## src/sv/hsv2rgb_pkg.sv

```systemverilog
// Package for the HSV to RGB converter: request types, fixed-point widths,
// reciprocal constants and sector codes. Depends on nothing.
`default_nettype none

package hsv2rgb_pkg;

  // Fixed-point formats.
  localparam int HUE_FRACTION_BITS = 6;
  localparam int SAT_FRACTION_BITS = 8;

  // Field widths of the request and result.
  localparam int HUE_W = 15;
  localparam int SAT_W = 9;
  localparam int LVL_W = 8;
  localparam int GRB_W = 24;

  // Hue sector geometry: one sector is 60 degrees, that is 15 << (HFB + 2).
  localparam int NUM_SECTORS = 6;
  localparam int SECTOR_SIZE = 60 << HUE_FRACTION_BITS;
  localparam int SEC_W       = HUE_FRACTION_BITS + 6;
  localparam int SAT_ONE     = 1 << SAT_FRACTION_BITS;
  localparam int OMS_W       = SAT_FRACTION_BITS + 1;

  // Hue bits above the power-of-two part of the sector size.
  localparam int HUE_HI_LSB = HUE_FRACTION_BITS + 2;
  localparam int QS_W       = HUE_W - HUE_HI_LSB;

  // Denominator of q and t: sector size times saturation one.
  localparam int DEN_W = SEC_W + SAT_FRACTION_BITS;
  localparam logic [DEN_W-1:0] DEN = DEN_W'(SECTOR_SIZE) << SAT_FRACTION_BITS;

  // Scaled products and the shift that leaves only a divide by 15.
  localparam int PROD_W    = DEN_W + LVL_W;
  localparam int DIV_SHIFT = HUE_HI_LSB + SAT_FRACTION_BITS;
  localparam int SH_W      = PROD_W - DIV_SHIFT;

  // Reciprocals: x / 15 = (x * RECIP15) >> 20 for x below 8192,
  // x / 6 = (x * RECIP6) >> 18 for x below 65536.
  localparam int RECIP15       = 69906;
  localparam int RECIP15_SHIFT = 20;
  localparam int RECIP6        = 43691;
  localparam int RECIP6_SHIFT  = 18;

  // Sector codes, named after the hue range each one covers.
  localparam logic [2:0] SEC_RED_YELLOW    = 3'd0;
  localparam logic [2:0] SEC_YELLOW_GREEN  = 3'd1;
  localparam logic [2:0] SEC_GREEN_CYAN    = 3'd2;
  localparam logic [2:0] SEC_CYAN_BLUE     = 3'd3;
  localparam logic [2:0] SEC_BLUE_MAGENTA  = 3'd4;
  localparam logic [2:0] SEC_MAGENTA_RED   = 3'd5;

  // Input request.
  typedef struct packed {
    logic [HUE_W-1:0] hue_angle;
    logic [SAT_W-1:0] sat_level;
    logic [LVL_W-1:0] brightness;
  } in_t;

  // Output result.
  typedef struct packed {
    logic [LVL_W-1:0] red_level;
    logic [LVL_W-1:0] green_level;
    logic [LVL_W-1:0] blue_level;
    logic [GRB_W-1:0] packed_grb;
  } out_t;

  // Intermediate values handed from the front to the back pipeline.
  typedef struct packed {
    logic [2:0]       sector;
    logic [LVL_W-1:0] v;
    logic [LVL_W-1:0] p;
    logic [DEN_W-1:0] q_num;
    logic [DEN_W-1:0] t_num;
  } mid_t;

endpackage

`default_nettype wire

```

## src/sv/hsv2rgb_front.sv

```systemverilog
// Front pipeline of the HSV to RGB converter: sector split, p level and
// the numerators of q and t, three register stages. Uses hsv2rgb_pkg.
`default_nettype none

module hsv2rgb_front (
  input  wire logic               clk_i,
  input  wire logic               rst_ni,
  input  wire logic               in_valid_i,
  output logic                    in_ready_o,
  input  wire hsv2rgb_pkg::in_t   in_data_i,
  output logic                    mid_valid_o,
  input  wire logic               mid_ready_i,
  output hsv2rgb_pkg::mid_t       mid_data_o
);
  import hsv2rgb_pkg::*;

  // Stage 1: clamped saturation and raw sector count.
  logic                  s1_valid_q;
  logic [HUE_W-1:0]      s1_hue_q;
  logic [SAT_W-1:0]      s1_sat_q;
  logic [LVL_W-1:0]      s1_v_q;
  logic [QS_W-1:0]       s1_qsec_q;
  // Stage 2: remainder, sector count over six and p.
  logic                  s2_valid_q;
  logic [SEC_W-1:0]      s2_r_q;
  logic [QS_W-1:0]       s2_qsec_q;
  logic [QS_W-1:0]       s2_q6_q;
  logic [SAT_W-1:0]      s2_sat_q;
  logic [LVL_W-1:0]      s2_v_q;
  logic [LVL_W-1:0]      s2_p_q;
  // Stage 3: handed to the back pipeline.
  logic                  s3_valid_q;
  mid_t                  s3_data_q;

  logic s1_ready, s2_ready, s3_ready;

  // Per-stage ready lets bubbles close up while the output stalls.
  assign s3_ready   = !s3_valid_q || mid_ready_i;
  assign s2_ready   = !s2_valid_q || s3_ready;
  assign s1_ready   = !s1_valid_q || s2_ready;
  assign in_ready_o = s1_ready;

  // Saturation clamp and sector count: hue / (15 << HUE_HI_LSB).
  logic                       sat_over;
  logic [SAT_W-1:0]           sat_clamped;
  logic [QS_W-1:0]            hue_hi;
  logic [QS_W+RECIP15_SHIFT-1:0] qsec_prod;

  assign sat_over    = (32'(in_data_i.sat_level) > 32'(SAT_ONE));
  assign sat_clamped = sat_over ? SAT_W'(SAT_ONE) : in_data_i.sat_level;
  assign hue_hi      = in_data_i.hue_angle[HUE_W-1:HUE_HI_LSB];
  assign qsec_prod   = (QS_W+RECIP15_SHIFT)'(hue_hi) * (QS_W+RECIP15_SHIFT)'(RECIP15);

  always_ff @(posedge clk_i or negedge rst_ni) begin
    if (!rst_ni) begin
      s1_valid_q <= 1'b0;
    end else if (s1_ready) begin
      s1_valid_q <= in_valid_i;
    end
  end

  always_ff @(posedge clk_i) begin
    if (s1_ready && in_valid_i) begin
      s1_hue_q  <= in_data_i.hue_angle;
      s1_sat_q  <= sat_clamped;
      s1_v_q    <= in_data_i.brightness;
      s1_qsec_q <= qsec_prod[RECIP15_SHIFT +: QS_W];
    end
  end

  // Remainder within the sector, sector count over six, and p.
  logic [31:0]                  r_full;
  logic [QS_W+RECIP6_SHIFT-1:0] q6_prod;
  logic [OMS_W-1:0]             one_minus_sat;
  logic [LVL_W+OMS_W-1:0]       p_prod;

  assign r_full        = 32'(s1_hue_q) - 32'(s1_qsec_q) * 32'(SECTOR_SIZE);
  assign q6_prod       = (QS_W+RECIP6_SHIFT)'(s1_qsec_q) * (QS_W+RECIP6_SHIFT)'(RECIP6);
  assign one_minus_sat = OMS_W'(SAT_ONE) - OMS_W'(s1_sat_q);
  assign p_prod        = (LVL_W+OMS_W)'(s1_v_q) * (LVL_W+OMS_W)'(one_minus_sat);

  always_ff @(posedge clk_i or negedge rst_ni) begin
    if (!rst_ni) begin
      s2_valid_q <= 1'b0;
    end else if (s2_ready) begin
      s2_valid_q <= s1_valid_q;
    end
  end

  always_ff @(posedge clk_i) begin
    if (s2_ready && s1_valid_q) begin
      s2_r_q    <= r_full[SEC_W-1:0];
      s2_qsec_q <= s1_qsec_q;
      s2_q6_q   <= q6_prod[RECIP6_SHIFT +: QS_W];
      s2_sat_q  <= s1_sat_q;
      s2_v_q    <= s1_v_q;
      s2_p_q    <= p_prod[SAT_FRACTION_BITS +: LVL_W];
    end
  end

  // Sector modulo six and the numerators D - r*s and D - (sector size - r)*s.
  logic [QS_W+2:0]   sec_full;
  logic [SEC_W-1:0]  r_rest;
  logic [DEN_W-1:0]  q_sub;
  logic [DEN_W-1:0]  t_sub;

  assign sec_full = (QS_W+3)'(s2_qsec_q) - (QS_W+3)'(s2_q6_q) * (QS_W+3)'(NUM_SECTORS);
  assign r_rest   = SEC_W'(SECTOR_SIZE) - s2_r_q;
  assign q_sub    = DEN_W'(s2_r_q) * DEN_W'(s2_sat_q);
  assign t_sub    = DEN_W'(r_rest) * DEN_W'(s2_sat_q);

  always_ff @(posedge clk_i or negedge rst_ni) begin
    if (!rst_ni) begin
      s3_valid_q <= 1'b0;
    end else if (s3_ready) begin
      s3_valid_q <= s2_valid_q;
    end
  end

  always_ff @(posedge clk_i) begin
    if (s3_ready && s2_valid_q) begin
      s3_data_q.sector <= sec_full[2:0];
      s3_data_q.v      <= s2_v_q;
      s3_data_q.p      <= s2_p_q;
      s3_data_q.q_num  <= DEN - q_sub;
      s3_data_q.t_num  <= DEN - t_sub;
    end
  end

  assign mid_valid_o = s3_valid_q;
  assign mid_data_o  = s3_data_q;

endmodule

`default_nettype wire

```

## src/sv/hsv2rgb_back.sv

```systemverilog
// Back pipeline of the HSV to RGB converter: scales V by the q and t
// numerators, divides by the denominator, selects channels. Uses hsv2rgb_pkg.
`default_nettype none

module hsv2rgb_back (
  input  wire logic               clk_i,
  input  wire logic               rst_ni,
  input  wire logic               mid_valid_i,
  output logic                    mid_ready_o,
  input  wire hsv2rgb_pkg::mid_t  mid_data_i,
  output logic                    out_valid_o,
  input  wire logic               out_ready_i,
  output hsv2rgb_pkg::out_t       out_data_o
);
  import hsv2rgb_pkg::*;

  // Stage 4: full products V * numerator.
  logic               s4_valid_q;
  logic [2:0]         s4_sector_q;
  logic [LVL_W-1:0]   s4_v_q;
  logic [LVL_W-1:0]   s4_p_q;
  logic [PROD_W-1:0]  s4_qprod_q;
  logic [PROD_W-1:0]  s4_tprod_q;
  // Stage 5: output register.
  logic               s5_valid_q;
  out_t               s5_data_q;

  logic s4_ready, s5_ready;

  assign s5_ready    = !s5_valid_q || out_ready_i;
  assign s4_ready    = !s4_valid_q || s5_ready;
  assign mid_ready_o = s4_ready;

  // Products of V with the q and t numerators.
  always_ff @(posedge clk_i or negedge rst_ni) begin
    if (!rst_ni) begin
      s4_valid_q <= 1'b0;
    end else if (s4_ready) begin
      s4_valid_q <= mid_valid_i;
    end
  end

  always_ff @(posedge clk_i) begin
    if (s4_ready && mid_valid_i) begin
      s4_sector_q <= mid_data_i.sector;
      s4_v_q      <= mid_data_i.v;
      s4_p_q      <= mid_data_i.p;
      s4_qprod_q  <= PROD_W'(mid_data_i.v) * PROD_W'(mid_data_i.q_num);
      s4_tprod_q  <= PROD_W'(mid_data_i.v) * PROD_W'(mid_data_i.t_num);
    end
  end

  // The denominator is 15 times a power of two: shift, then divide by 15.
  logic [SH_W-1:0]               q_sh;
  logic [SH_W-1:0]               t_sh;
  logic [SH_W+RECIP15_SHIFT-1:0] q_div;
  logic [SH_W+RECIP15_SHIFT-1:0] t_div;
  logic [LVL_W-1:0]              q_lvl;
  logic [LVL_W-1:0]              t_lvl;

  assign q_sh  = s4_qprod_q[PROD_W-1:DIV_SHIFT];
  assign t_sh  = s4_tprod_q[PROD_W-1:DIV_SHIFT];
  assign q_div = (SH_W+RECIP15_SHIFT)'(q_sh) * (SH_W+RECIP15_SHIFT)'(RECIP15);
  assign t_div = (SH_W+RECIP15_SHIFT)'(t_sh) * (SH_W+RECIP15_SHIFT)'(RECIP15);
  assign q_lvl = q_div[RECIP15_SHIFT +: LVL_W];
  assign t_lvl = t_div[RECIP15_SHIFT +: LVL_W];

  // Channel selection by sector.
  logic [LVL_W-1:0] red, green, blue;

  always_comb begin
    case (s4_sector_q)
      SEC_RED_YELLOW: begin
        red = s4_v_q; green = t_lvl;  blue = s4_p_q;
      end
      SEC_YELLOW_GREEN: begin
        red = q_lvl;  green = s4_v_q; blue = s4_p_q;
      end
      SEC_GREEN_CYAN: begin
        red = s4_p_q; green = s4_v_q; blue = t_lvl;
      end
      SEC_CYAN_BLUE: begin
        red = s4_p_q; green = q_lvl;  blue = s4_v_q;
      end
      SEC_BLUE_MAGENTA: begin
        red = t_lvl;  green = s4_p_q; blue = s4_v_q;
      end
      default: begin
        red = s4_v_q; green = s4_p_q; blue = q_lvl;
      end
    endcase
  end

  // Output register.
  always_ff @(posedge clk_i or negedge rst_ni) begin
    if (!rst_ni) begin
      s5_valid_q <= 1'b0;
    end else if (s5_ready) begin
      s5_valid_q <= s4_valid_q;
    end
  end

  always_ff @(posedge clk_i) begin
    if (s5_ready && s4_valid_q) begin
      s5_data_q.red_level   <= red;
      s5_data_q.green_level <= green;
      s5_data_q.blue_level  <= blue;
      s5_data_q.packed_grb  <= {green, red, blue};
    end
  end

  assign out_valid_o = s5_valid_q;
  assign out_data_o  = s5_data_q;

endmodule

`default_nettype wire

```

## src/sv/hsv_to_rgb_converter.sv

```systemverilog
// Top level of the HSV to RGB converter: joins the front and back pipelines.
// Uses hsv2rgb_pkg, hsv2rgb_front and hsv2rgb_back.
//
//   Channel   Signals                              Payload
//   input     in_valid_i / in_ready_o              in_data_i  (hue, sat, value)
//   output    out_valid_o / out_ready_i            out_data_o (r, g, b, grb)
//
// Five register stages, s1 to s5; an accepted request is registered in s1 and
// moves on through s2, s3 and s4 to s5, whose contents drive the output.
// One request can be accepted in every clock cycle unless an output stall fills the pipe.
// Reset clears only the stage valid bits; the data registers need no reset.
// Each stage has its own ready, so a stall at the output holds the filled
// stages and lets empty ones keep taking requests until the pipe is full.
`default_nettype none

module hsv_to_rgb_converter (
  input  wire logic               clk_i,
  input  wire logic               rst_ni,
  input  wire logic               in_valid_i,
  output logic                    in_ready_o,
  input  wire hsv2rgb_pkg::in_t   in_data_i,
  output logic                    out_valid_o,
  input  wire logic               out_ready_i,
  output hsv2rgb_pkg::out_t       out_data_o
);
  import hsv2rgb_pkg::*;

  logic mid_valid;
  logic mid_ready;
  mid_t mid_data;

  // Sector split, p and numerators.
  hsv2rgb_front u_front (
    .clk_i       (clk_i),
    .rst_ni      (rst_ni),
    .in_valid_i  (in_valid_i),
    .in_ready_o  (in_ready_o),
    .in_data_i   (in_data_i),
    .mid_valid_o (mid_valid),
    .mid_ready_i (mid_ready),
    .mid_data_o  (mid_data)
  );

  // Scaling, division and channel selection.
  hsv2rgb_back u_back (
    .clk_i       (clk_i),
    .rst_ni      (rst_ni),
    .mid_valid_i (mid_valid),
    .mid_ready_o (mid_ready),
    .mid_data_i  (mid_data),
    .out_valid_o (out_valid_o),
    .out_ready_i (out_ready_i),
    .out_data_o  (out_data_o)
  );

endmodule

`default_nettype wire
```

## config.mk

```make
export PLATFORM = sky130hd
export DESIGN_NAME = hsv_to_rgb_converter
export DESIGN_NICKNAME = d
export VERILOG_FILES = /design/src/sv/hsv2rgb_pkg.sv /design/src/sv/hsv2rgb_front.sv /design/src/sv/hsv2rgb_back.sv /design/src/sv/hsv_to_rgb_converter.sv
export SDC_FILE = /design/constraint.sdc
export NUM_CORES = 2
export LEC_CHECK = 0
export ABC_AREA = 1
export ABC_CLOCK_PERIOD_IN_PS = 16300
export BUFFER_PORTS_ARGS = -buffer_cell sky130_fd_sc_hd__buf_2
export CORE_ASPECT_RATIO = 0.75
export CORE_MARGIN = 2
export CORE_UTILIZATION = 65
export DETAILED_ROUTE_END_ITERATION = 8
export PLACE_DENSITY = 0.86
export SLEW_MARGIN = 0
export SYNTH_ARGS = -nofsm -noshare
export SYNTH_HDL_FRONTEND = slang
export SYNTH_SLANG_ARGS = --single-unit
export TNS_END_PERCENT = 1
```

## constraint.sdc

```tcl
create_clock -name clk_i -period 16.3 [get_ports clk_i]
set_input_delay 4.89 -clock clk_i [delete_from_list [all_inputs] [get_ports clk_i]]
set_output_delay 4.89 -clock clk_i [all_outputs]
set_load 0.03 [all_outputs]
```

# ---- After elaboration in Yosys (flattened, before gate mapping)
# Cells that the tools add are included.
dict set report classes {
  n_addsub 6
  multipliers 11
  magnitude_cmp 1
  n_eq_ne 4
  mux 3
  reduce_logical 20
}
# operator count
set op_table {}
lappend op_table {{$pmux 8 s3} 3}
lappend op_table {{$mul 8x20->28} 2}
lappend op_table {{$mul 12x16->27 const B} 2}
lappend op_table {{$mul 12x9->20} 2}
lappend op_table {{$sub 20x20->20 const A} 2}
lappend op_table {{$mul 7x16->23 const B} 1}
lappend op_table {{$mul 4x16->20 const B} 1}
lappend op_table {{$mul 8x9->16} 1}
lappend op_table {{$sub 12x12->12} 1}
lappend op_table {{$sub 12x12->12 const A} 1}
lappend op_table {{$gt 9x9->1 const B} 1}
lappend op_table {{$sub 9x9->9 const A} 1}
lappend op_table {{$reduce_or 2->1} 4}
lappend op_table {{$eq 3x2->1 const B} 2}
lappend op_table {{$logic_and 1x1->1} 5}
lappend op_table {{$logic_not 1->1} 5}
lappend op_table {{$logic_or 1x1->1} 5}
lappend op_table {{$mul 5x2->2 const B} 1}
lappend op_table {{$mul 4x1->4 const B} 1}
lappend op_table {{$eq 3x1->1 const B} 1}
lappend op_table {{$eq 3x3->1 const B} 1}
lappend op_table {{$logic_not 3->1} 1}
lappend op_table {{$sub 3x3->3} 1}
dict set report totals {
  register_bits 265
  output_inout_bits 50
  wordCells 74
}

# ---- Longest topological paths before layout
dict set report logic_depth {
  ltp_word 7
  depth_mapped 31
}

# ---- Hierarchy
# Synthesis repeated with hierarchy kept, for this count alone.
dict set report hier_totals {
  cells_unflattened 4178
  hier_area_um2 32921.6
}
# module n_inst cells_per_inst area_each_um2
set modules_own_cells {}
lappend modules_own_cells {hsv2rgb_back 1 2383 17294.1}
lappend modules_own_cells {hsv2rgb_front 1 1795 15627.5}

# ---- Worst setup path after synthesis
# Ideal clock, no wire load.
dict set report synth_timing {
  path_kind {input to output}
  start {in out_ready_i}
  end {out in_ready_o}
  arrival_time_ps 5754
  t_required_ps 11410
  path_slack_ps 5656
  path_stages 10
  cell_sequence {nor2_1 > inv_1 > nor2_1 > inv_1 > nor2_1 > inv_1 > nor2_1 > inv_1 > nor2_1 > inv_1}
}
dict set report synth_between {
  elab_chain_cells 5
}
# element line_no
set synth_rtl {}
lappend synth_rtl {{start: declaration} hsv_to_rgb_converter.sv:23} ;# input wire logic out_ready_i,
lappend synth_rtl {{$logic_or 1x1->1} hsv2rgb_back.sv:30} ;# assign s5_ready = !s5_valid_q || out_ready_i;
lappend synth_rtl {{$logic_or 1x1->1} hsv2rgb_back.sv:31} ;# assign s4_ready = !s4_valid_q || s5_ready;
lappend synth_rtl {{$logic_or 1x1->1} hsv2rgb_front.sv:38} ;# assign s3_ready = !s3_valid_q || mid_ready_i;
lappend synth_rtl {{$logic_or 1x1->1} hsv2rgb_front.sv:39} ;# assign s2_ready = !s2_valid_q || s3_ready;
lappend synth_rtl {{$logic_or 1x1->1} hsv2rgb_front.sv:40} ;# assign s1_ready = !s1_valid_q || s2_ready;
lappend synth_rtl {{end: declaration} hsv_to_rgb_converter.sv:20} ;# output logic in_ready_o,
# No other way between the ends.

# ---- Worst setup path in the final report
# Same ends and word-level chain as after synthesis.

==> qor.csv <==
metric,value,unit
cts.sinks,205,
synth_edf_count,200,
endpoint_kind,primary output,
holdPathEnd,u_front.mid_data_o[55],
yosysTopAreaCellShare,0.265,
fin_crit,11.28,ns
ant_nets,0,
io_buffer_count,85,
htreeDepth,1,
critical_path.max_fanout,3,
pre_cts_ws,5.01,ns
cts.path.max_buffers,3,
startpoint_type,input pin,
critical_path.max_stage_delay,0.26,ns
tightest_slew,1.24,ns
setup_violations,0,
synth_warnings,0,
critPathArrivalTime,6.39,ns
clk_pin_slew,0.07,ns
worstHoldStart,u_front.s2_v_q[7],
die_w,260,µm
initial_core_util,0.657,
wl,73.8,mm
vias_per_cell,5.50,
syn-mean-instance-area,8.11,µm²
drc,0,
grt_remaining_overflow,0,
finalWorstSetupSlack,5.02,ns
synth_nets,4779,
r2r_end,u_front.mid_data_o[18],
numCtsBuffers,24,
grt_first_pass_wirelength,125,mm
fmax,88.6,MHz
fin_tns_setup,0,ns
seq_area_frac_synth,0.192,
worstHoldPathCells,0,
reg2reg_slack,10.24,ns
skew,0.0343,ns
coreArea,48700,µm²
dpl.hpwl,59.1,mm
clk_latency,0.56,ns
cts_tree,built,
hold_buffers,0,
die-area,51000,µm²
grt_use_total,0.301,
grt_setup_unrepaired,false,
rows,70,
fin_nets,4775,
yosysUniqueCellTypes,58,
n_antenna_cell,0,
grt_pass1_vias,25782,
worstPathRequired,11.41,ns
dr.pass1.iters,9,
drive_gt1_frac,0.0455,
vias,25346,
crit_chain,buf_2 -> nor2_1 -> inv_1 -> nor2_1 -> inv_1 -> nor2_1 -> inv_1 -> nor2_1 -> inv_1 -> nor2_1 -> inv_1 -> buf_2,
die_y,196,µm
synth.area.top_cells,"fa_1 (26%), edfxtp_1 (19%), ha_1 (15%), nand2_1 (12%), inv_1 (11%)",
path_class,in2out,
hold_ws,0.417,ns
async_flop_share,0.0244,
ys_ff_latch,205,
outcome,finished clean,
r2r-start,u_front.s2_r_q[2],
synth_area_leader_cell,fa_1,
cap_violations,0,
synth_area,32000,µm²
antenna_found_initial,2,
rr_worst_depth,20,
crit_slowest_cell,nor2_1,
post_cts_buffers,0,
synthToLayoutAreaGrowth,4.76,%
worst_slew_margin_rel,0.165,
grt_max_degree,59,
wl_per_cell,16.0,µm
ctsResizeCount,0,
ys.flop_type,edfxtp_1,
hold_path.class,reg2reg,
finalCritPeriodShare,0.692,
synth_cells,3945,
hold_viol_final,0,
gp_congestion,0.988,
boundaryPins,86,
drtIter0Drc,2349,
cts-root-buf,clkbuf_16,
report.final.slew_viol_count,0,
[per-layer routing]
layer,vias up,wire length (µm),global-route usage,part of all wire
met5,-,0,0,0
met1,12137,32500,0.438,0.44
met2,1119,33600,0.488,0.45
li1,11958,-,-,-
met4,0,1490,0.0703,0.020
met3,132,6240,0.0351,0.085
[cell type report]
| class | instances | area [µm²] |
|---|---|---|
| sequential | 205 | 6130 |
| tap | 648 | 811 |
| inverter | 983 | 3700 |
| clock buffer | 26 | 629 |
| timing repair buffer | 98 | 523 |
| multi-input combinational | 2629 | 21500 |
| fill | 3829 | 15200 |
| clock inverter | 18 | 194 |
[cell usage in the layout (no fill, tap or decap), types with 10 or more instances in the layout]
cell | synthesis | routed
nor3_1 | 32 | 32
clkbuf_16 | 0 | 25
o21ai_0 | 62 | 62
nand4_1 | 46 | 46
a31oi_1 | 13 | 13
o21bai_1 | 22 | 22
fa_1 | 423 | 423
a21o_1 | 14 | 14
nand3_1 | 127 | 127
buf_4 | 25 | 13
buf_2 | 3 | 85
nand2_1 | 1000 | 1000
xor2_1 | 52 | 52
inv_1 | 972 | 971
nor4_1 | 10 | 10
a21oi_1 | 110 | 110
xnor2_1 | 26 | 26
edfxtp_1 | 200 | 200
nor2_1 | 239 | 236
ha_1 | 375 | 375
[stage by stage]
stage,cells,util,area [µm²]
floorplan,3945,-,32000
global placement,4563,0.671,32700
detailed placement,4563,0.671,32700
CTS,4607,0.688,33500
global route,4607,0.688,33500
finish,4607,0.688,33500
[state kept, by name (all words and copies together), names as in the netlist, 2 cells and up]
register            count
u_front.mid_data_o     58
u_back.out_data_o      24
u_back.s4_qprod_q      12
u_back.s4_tprod_q      12
u_front.s1_hue_q       12
u_front.s2_r_q         12
u_front.s1_sat_q        9
u_front.s2_sat_q        9
u_back.s4_p_q           8
u_back.s4_v_q           8
u_front.s1_v_q          8
u_front.s2_p_q          8
u_front.s2_v_q          8
u_front.s1_qsec_q       4
u_back.s4_sector_q      3
u_front.s2_qsec_q       3
u_front.s2_q6_q         2
[cell usage after synthesis, types with 14 or more instances]
master / n
xor2_1: 52
inv_1: 972
clkbuf_2: 36
edfxtp_1: 200
a21o_1: 14
buf_4: 25
o21ai_0: 62
clkbuf_1: 51
ha_1: 375
nor3_1: 32
xnor2_1: 26
fa_1: 423
o21bai_1: 22
a21oi_1: 110
nand4_1: 46
nor2_1: 239
nand3_1: 127
nand2_1: 1000
[critical path: cells and delay by family]
family / cells / cell delay [ns]
and+or+nand+nor: 5 / 0.81
buffers and inverters: 7 / 0.70
[kinds of logic (layout without fill, tap and decap cells)]
group / after synthesis / in the layout / synth area share
flip-flops: 205 / 205 / 0.192
adder cells (fa/ha/maj): 798 / 798 / 0.411
XOR/XNOR: 81 / 81 / 0.0229
AO/OA/AOI/OAI: 257 / 257 / 0.0467
buffers and inverters: 1111 / 1125 / 0.136
AND/OR/NAND/NOR: 1493 / 1493 / 0.192
[worst max-delay path by stage]
stage / startpoint / end / cells past startpoint
3_3_place_gp: out_ready_i / in_ready_o / 12
5_1_grt: out_ready_i / in_ready_o / 12
6_report: out_ready_i / in_ready_o / 12
2_1_floorplan: out_ready_i / in_ready_o / 10
3_5_place_dp: out_ready_i / in_ready_o / 12
4_1_cts: out_ready_i / in_ready_o / 12
Power is not shown: default switching activity piles up to over one toggle a cycle in this logic, so the estimate is an artifact.
